$ cat config.mk
export PLATFORM = sky130hd
export DESIGN_NAME = button_debounce_press_timer
export DESIGN_NICKNAME = d
export VERILOG_FILES = /design/src/rtl/bdpt_pkg.sv /design/src/rtl/bdpt_core.sv /design/src/rtl/button_debounce_press_timer.sv
export SDC_FILE = /design/constraint.sdc
export NUM_CORES = 1
export LEC_CHECK = 0
export BUFFER_PORTS_ARGS = -buffer_cell sky130_fd_sc_hd__buf_2
export CAP_MARGIN = 20
export CORE_UTILIZATION = 30
export CTS_CLUSTER_SIZE = 20
export DETAILED_ROUTE_END_ITERATION = 7
export GPL_TIMING_DRIVEN = 0
export HOLD_SLACK_MARGIN = 0.02
export MAX_ROUTING_LAYER = met4
export PLACE_DENSITY = 0.56
export SETUP_SLACK_MARGIN = 0.1
export SLEW_MARGIN = 20
export SYNTH_ARGS = -nofsm -noshare
export SYNTH_HDL_FRONTEND = slang
export SYNTH_SLANG_ARGS = --single-unit
$ cat constraint.sdc
create_clock -name clk_i -period 13.1 [get_ports clk_i]
set_input_delay 2.62 -clock clk_i [delete_from_list [all_inputs] [get_ports clk_i]]
set_output_delay 2.62 -clock clk_i [all_outputs]
set_load 0.01 [all_outputs]
$ cat src/rtl/bdpt_pkg.sv
`timescale 1ns / 1ps

package bdpt_pkg;

  localparam int unsigned MsWidth    = 16;
  localparam int unsigned CountWidth = 17;
  localparam int unsigned CfgIdxWidth = 1;

  localparam logic [CountWidth-1:0] CountMax = {CountWidth{1'b1}};

  localparam logic [CfgIdxWidth-1:0] CfgMinDownMs = 1'b0;
  localparam logic [CfgIdxWidth-1:0] CfgMaxDownMs = 1'b1;

  localparam logic [MsWidth-1:0] MinDownMsReset = 16'd90;
  localparam logic [MsWidth-1:0] MaxDownMsReset = 16'd900;

  typedef struct packed {
    logic               is_down;
    logic               press_detected;
    logic [MsWidth-1:0] press_ms;
  } result_t;

endpackage

$ cat src/rtl/bdpt_core.sv
`timescale 1ns / 1ps

module bdpt_core (
  input  logic                              clk_i,
  input  logic                              rst_ni,
  input  logic                              in_fire_i,
  input  logic                              pin_level_i,
  input  logic [bdpt_pkg::MsWidth-1:0]      min_down_ms_i,
  input  logic [bdpt_pkg::MsWidth-1:0]      max_down_ms_i,
  output logic                              res_valid_o,
  output bdpt_pkg::result_t                 res_o
);

  logic                                previous_raw_q, previous_raw_d;
  logic                                debounced_q, debounced_d;
  logic [bdpt_pkg::CountWidth-1:0]     stable_count_q, stable_count_d;
  logic [bdpt_pkg::CountWidth-1:0]     held_count_q, held_count_d;
  logic                                press_done_q, press_done_d;

  logic [bdpt_pkg::CountWidth-1:0]     held_inc;
  logic [bdpt_pkg::CountWidth-1:0]     min_ext;
  logic [bdpt_pkg::CountWidth-1:0]     max_ext;
  logic                                change;
  logic                                in_window;

  assign min_ext = {1'b0, min_down_ms_i};
  assign max_ext = {1'b0, max_down_ms_i};

  assign held_inc = (held_count_q == bdpt_pkg::CountMax) ? held_count_q
                                                         : held_count_q + 1'b1;

  always_comb begin
    previous_raw_d = pin_level_i;
    if (pin_level_i != previous_raw_q) begin
      stable_count_d = '0;
    end else if (stable_count_q == bdpt_pkg::CountMax) begin
      stable_count_d = stable_count_q;
    end else begin
      stable_count_d = stable_count_q + 1'b1;
    end

    change    = (stable_count_d > min_ext) && (pin_level_i != debounced_q);
    in_window = (held_inc >= min_ext) && (held_inc <= max_ext) && !press_done_q;

    debounced_d          = debounced_q;
    held_count_d         = held_inc;
    press_done_d         = press_done_q;
    res_valid_o          = 1'b0;
    res_o.is_down        = 1'b0;
    res_o.press_detected = 1'b0;
    res_o.press_ms       = '0;

    if (change) begin
      res_valid_o = 1'b1;
      debounced_d = pin_level_i;
      if (!pin_level_i) begin
        held_count_d  = '0;
        press_done_d  = 1'b0;
        res_o.is_down = 1'b1;
      end else if (in_window) begin
        press_done_d         = 1'b1;
        res_o.press_detected = 1'b1;
        res_o.press_ms       = held_inc[bdpt_pkg::MsWidth-1:0];
      end
    end

    res_valid_o = res_valid_o && in_fire_i;
  end

  always_ff @(posedge clk_i or negedge rst_ni) begin
    if (!rst_ni) begin
      previous_raw_q <= 1'b1;
      debounced_q    <= 1'b1;
      stable_count_q <= '0;
      held_count_q   <= '0;
      press_done_q   <= 1'b0;
    end else if (in_fire_i) begin
      previous_raw_q <= previous_raw_d;
      debounced_q    <= debounced_d;
      stable_count_q <= stable_count_d;
      held_count_q   <= held_count_d;
      press_done_q   <= press_done_d;
    end
  end

  assert property (@(posedge clk_i) disable iff (!rst_ni)
    in_fire_i && res_valid_o && res_o.is_down |=> held_count_q == '0 && !press_done_q)
    else $error("press transaction did not restart the duration counter");

  assert property (@(posedge clk_i) disable iff (!rst_ni)
    in_fire_i && res_valid_o && res_o.press_detected |=> press_done_q)
    else $error("reported press not marked handled");

endmodule

$ cat src/rtl/button_debounce_press_timer.sv
`timescale 1ns / 1ps
// Each result is registered into the output register, or into the skid entry if that is held.
// One sample per cycle while skid is empty; counters and window compare finish in one pass.
// An output register plus one skid entry hold results; input stalls only when the skid is full.
// Reset: asynchronous active-low; hold time 90 ms, max press 900 ms, level released,
// counters and handled flag cleared, output empty.

module button_debounce_press_timer (
  input  logic                                  clk_i,
  input  logic                                  rst_ni,
  input  logic                                  cfg_we_i,
  input  logic [bdpt_pkg::CfgIdxWidth-1:0]      cfg_idx_i,
  input  logic [bdpt_pkg::MsWidth-1:0]          cfg_wdata_i,
  input  logic                                  in_valid_i,
  output logic                                  in_stall_o,
  input  logic                                  pin_level_i,
  output logic                                  out_valid_o,
  input  logic                                  out_stall_i,
  output logic                                  is_down_o,
  output logic                                  press_detected_o,
  output logic [bdpt_pkg::MsWidth-1:0]          press_ms_o
);

  logic [bdpt_pkg::MsWidth-1:0] min_down_ms_q;
  logic [bdpt_pkg::MsWidth-1:0] max_down_ms_q;

  logic              in_fire;
  logic              out_pop;
  logic              res_valid;
  bdpt_pkg::result_t res;

  logic              out_valid_q;
  bdpt_pkg::result_t out_q;
  logic              skid_valid_q;
  bdpt_pkg::result_t skid_q;

  assign in_stall_o = skid_valid_q;
  assign in_fire    = in_valid_i && !in_stall_o;
  assign out_pop    = out_valid_q && !out_stall_i;

  always_ff @(posedge clk_i or negedge rst_ni) begin
    if (!rst_ni) begin
      min_down_ms_q <= bdpt_pkg::MinDownMsReset;
      max_down_ms_q <= bdpt_pkg::MaxDownMsReset;
    end else if (cfg_we_i) begin
      case (cfg_idx_i)
        bdpt_pkg::CfgMinDownMs: min_down_ms_q <= cfg_wdata_i;
        bdpt_pkg::CfgMaxDownMs: max_down_ms_q <= cfg_wdata_i;
        default: ;
      endcase
    end
  end

  bdpt_core u_core (
    .clk_i         (clk_i),
    .rst_ni        (rst_ni),
    .in_fire_i     (in_fire),
    .pin_level_i   (pin_level_i),
    .min_down_ms_i (min_down_ms_q),
    .max_down_ms_i (max_down_ms_q),
    .res_valid_o   (res_valid),
    .res_o         (res)
  );

  // Drain skid first; otherwise load the fresh result into the free slot.
  always_ff @(posedge clk_i or negedge rst_ni) begin
    if (!rst_ni) begin
      out_valid_q  <= 1'b0;
      skid_valid_q <= 1'b0;
    end else if (skid_valid_q) begin
      if (out_pop) begin
        skid_valid_q <= 1'b0;
      end
    end else if (res_valid) begin
      if (!out_valid_q || out_pop) begin
        out_valid_q <= 1'b1;
      end else begin
        skid_valid_q <= 1'b1;
      end
    end else if (out_pop) begin
      out_valid_q <= 1'b0;
    end
  end

  always_ff @(posedge clk_i) begin
    if (skid_valid_q) begin
      if (out_pop) begin
        out_q <= skid_q;
      end
    end else if (res_valid) begin
      if (!out_valid_q || out_pop) begin
        out_q <= res;
      end else begin
        skid_q <= res;
      end
    end
  end

  assign out_valid_o      = out_valid_q;
  assign is_down_o        = out_q.is_down;
  assign press_detected_o = out_q.press_detected;
  assign press_ms_o       = out_q.press_ms;

  assert property (@(posedge clk_i) disable iff (!rst_ni)
    skid_valid_q |-> out_valid_q)
    else $error("skid entry held with empty output register");

  assert property (@(posedge clk_i) disable iff (!rst_ni)
    out_valid_q && out_q.press_detected |-> !out_q.is_down)
    else $error("press duration reported on a press transaction");

  assert property (@(posedge clk_i) disable iff (!rst_ni)
    out_valid_q && !out_q.press_detected |-> out_q.press_ms == '0)
    else $error("nonzero duration without a detected press");

  assert property (@(posedge clk_i) disable iff (!rst_ni)
    skid_valid_q && !out_pop |=> skid_valid_q && $stable(skid_q))
    else $error("skid entry lost while output stalled");

endmodule

==> results.py <==
metrics = {
    "floorplanning": {
        "initial_utilization": 0.3098,
        "die_h_um": 147.2,
        "die_w_um": 147.2,
        "fp.coreArea_um2": 20430,
        "dieArea_um2": 21680,
        "num_io_pins": 43,
        "rows": 52,
    },
    "power_and_ir_drop": {
        "power_density_nw_per_um2": 122.8,
        "peakVddDrop_mv": 0.06427,
        "leakage_nw": 3.087,
        "total_power_mw": 0.8855,
    },
    "yosys": {
        "syn_inst": 641,
        "synth_cell_type_count": 61,
        "yosys_most_used_dff": "dfrtp_1",
        "async_flop_share": 0.6636,
        "synth_seq_area_share": 0.4535,
        "syn-num-nets": 714,
        "yosys_warnings": 0,
        "synth_area_um2": 6329,
        "ys_seq_elements": 107,
        "syn_avg_cell_area_um2": 9.873,
        "synth_edf_count": 36,
    },
    "timing": {
        "min_period_over_period": 0.4902,
        "max_freq_ghz": 0.1557,
        "finalSetupViolations": 0,
        "worst_pin_slew_ps": 842.5,
        "rsz0062_at_grt": "no",
        "maxSlewHeadroom": 0.4373,
        "setup_tns_ps": 0,
        "fin_skew_ps": 13.78,
        "post-route-min-period_ps": 6422,
        "fin_ws_ps": 6678,
        "finalHoldViolCount": 0,
        "slew_violations": 0,
    },
    "drt": {
        "dr.pass1.iters": 5,
        "vias": 4808,
        "drc": 0,
        "antenna_left": 0,
        "drtIter0Drc": 252,
        "wl_mm": 14.81,
        "wl_per_cell_um": 15.26,
        "vias_per_cell": 4.957,
    },
    "worst_setup_path": {
        "end_kind": "flip-flop",
        "crit_required_ps": 13080,
        "critPathKind": "primary input to flip-flop",
        "path_max_fanout": 18,
        "start_kind": "primary input",
        "cp.arrival_ps": 6400,
        "rrSetupSlack_ps": 8210,
    },
    "run": {
        "cap_violations": 0,
    },
    "placed_design": {
        "hpwl_mm": 11.56,
        "gp_congestion": 0.8115,
        "portBuffers": 41,
        "placed_area_um2": 6912,
        "dp_slack_ps": 6302,
        "dp_cells": 954,
    },
    "cts": {
        "cts-resized-gates": 0,
        "numCtsBuffers": 9,
        "hold_buffers": 0,
        "path_clk_slew_ps": 80,
        "cts_max_path_buffers": 2,
        "cts_tree": "yes",
        "ctsRootBufferMaster": "clkbuf_16",
        "clk_latency_ps": 360,
        "cts_sinks": 107,
        "cts-htree-levels": 3,
        "post-cts-setup-buffers": 0,
    },
    "global_route": {
        "track_usage": 0.1494,
        "grt_pass1_vias": 4644,
        "overflow": 0,
        "grt_pass1_wl_mm": 24.66,
        "grt_max_degree": 37,
        "antenna_found_initial": 0,
    },
    "status": {
        "status": "finished, final reports clean",
    },
    "layout": {
        "final_cells": 970,
        "seqCellArea_um2": 2870,
        "multi_input_area_um2": 3113,
        "nFillCells": 2143,
        "final_nets": 768,
        "drive_gt1_frac": 0.1714,
        "num_antenna_cells": 0,
        "final_area_um2": 7211,
        "syn2layout_area_growth_pct": 13.94,
    },
    "worst_hold_path": {
        "hold_class": "flip-flop to flip-flop",
    },
}
-- flip-flops by register name (all words and copies together) (netlist names), 16 cells and up --
| signal | count |
|---|---|
| min_down_ms_q | 16 |
| u_core.stable_count_q | 17 |
| press_ms_o | 16 |
| max_down_ms_q | 16 |
| skid_q | 18 |
| u_core.held_count_q | 17 |
-- where the power goes --
part           internal [mW]  switching (mW)  total, mW
Sequential             0.375          0.0259      0.400
Clock                  0.137           0.140      0.277
Combinational         0.0809           0.128      0.208
Total                  0.592           0.293      0.886
-- path summary, 6_finish.rpt --
kind,start,endpoint,cells after the start
setup / recovery,pin_level_i,skid_q[5],12
hold / removal,u_core.previous_raw_q,u_core.previous_raw_q,2
setup reg to reg,u_core.held_count_q[0],press_ms_o[12],16
hold reg to reg,u_core.previous_raw_q,u_core.previous_raw_q,2
max in group asynchronous,rst_ni,min_down_ms_q[3],2
min in group asynchronous,rst_ni,u_core.stable_count_q[5],1
-- layout by cell type (no fill, tap or decap), types with 3 or more instances in the layout --
cell type / count
a211oi_1: 3
a21o_1: 6
a21oi_1: 19
a22o_1: 3
a31oi_1: 6
and3_1: 10
and4_1: 6
buf_2: 45
buf_6: 3
clkbuf_1: 23
clkbuf_16: 9
dfrtp_1: 61
dfstp_2: 10
edfxtp_1: 36
ha_1: 50
inv_1: 55
mux2_2: 18
nand2_1: 79
nand3_1: 12
nand4_1: 17
nor2_1: 32
nor3_1: 22
o211ai_1: 3
o21ai_0: 47
o22ai_1: 3
o31ai_1: 29
o31ai_2: 11
or2_2: 3
or3_1: 3
xnor2_1: 10
xor2_1: 18
-- kinds of logic (layout without fill, tap and decap cells) --
family,count (synthesis),after routing,share of synthesized area
flops,107,107,0.4535
mux,20,20,0.03519
simple gates,197,197,0.1507
buf+inv,87,146,0.05555
xor+xnor,28,28,0.03875
fa+ha+maj,50,50,0.09885
compound gates,152,152,0.1675
-- cell type report --
type	count	share of cell area
Multi-Input combinational cell	447	0.4317
Clock inverter	7	0.01024
Clock buffer	9	0.03123
Timing Repair Buffer	43	0.03314
Sequential cell	107	0.3981
Buffer	32	0.02013
Tap cell	270	0.04685
Inverter	55	0.02863
-- per-layer routing --
| layer | share of wire | GRT usage | vias up |
|---|---|---|---|
| met5 | 0 | - | - |
| met4 | 0.0088 | 0.03247 | 0 |
| met3 | 0.033 | 0.02702 | 7 |
| met2 | 0.45 | 0.2262 | 79 |
| met1 | 0.51 | 0.2071 | 2296 |
| li1 | - | - | 2426 |
-- Yosys cell counts (2+ instances only) --
library cell,instances,share of area
and3_1,10,0.0099
o31ai_2,11,0.022
o31a_1,2,0.0028
nand3_1,12,0.0095
and4_1,6,0.0083
a21oi_1,19,0.015
clkbuf_1,23,0.014
a21boi_0,2,0.0024
nor2b_1,2,0.0020
mux2i_1,2,0.0032
a211oi_1,3,0.0036
edfxtp_1,36,0.17
a31oi_1,6,0.0059
mux2_2,18,0.032
dfrtp_1,61,0.24
o21ai_0,47,0.037
a22o_1,3,0.0042
nand2_1,79,0.047
xnor2_1,10,0.014
buf_6,2,0.0036
dfstp_2,10,0.042
buf_2,5,0.0040
ha_1,50,0.099
inv_1,55,0.033
o211ai_1,3,0.0036
a21o_1,6,0.0071
o22ai_1,3,0.0030
or3_1,3,0.0030
a31o_2,2,0.0028
or2_2,3,0.0030
nor2_1,33,0.020
nand2b_1,2,0.0020
xor2_1,18,0.025
o31ai_1,29,0.034
nor3_1,22,0.017
nand4_1,17,0.017
and2_1,2,0.0020
-- critical path, stage by stage --
cell and delay, ps:
clkbuf_1 250, xor2_1 570, clkbuf_1 430, clkbuf_1 350, nor2_1 110, ha_1 320
and4_1 250, o311a_1 180, a211oi_1 60, o211ai_1 320, nand3_1 220, nor2_2 700
-- through the flow --
step | utilization | hold slack [ps]
after floorplan | - | 459.8
after global placement | 0.3364 | 473.0
after detailed placement | 0.3383 | 481.2
after CTS | 0.3530 | 499.8
after global routing | 0.3530 | 529.7
final | 0.3530 | 497.2
Note: power is estimated with default switching activity, not from simulation.
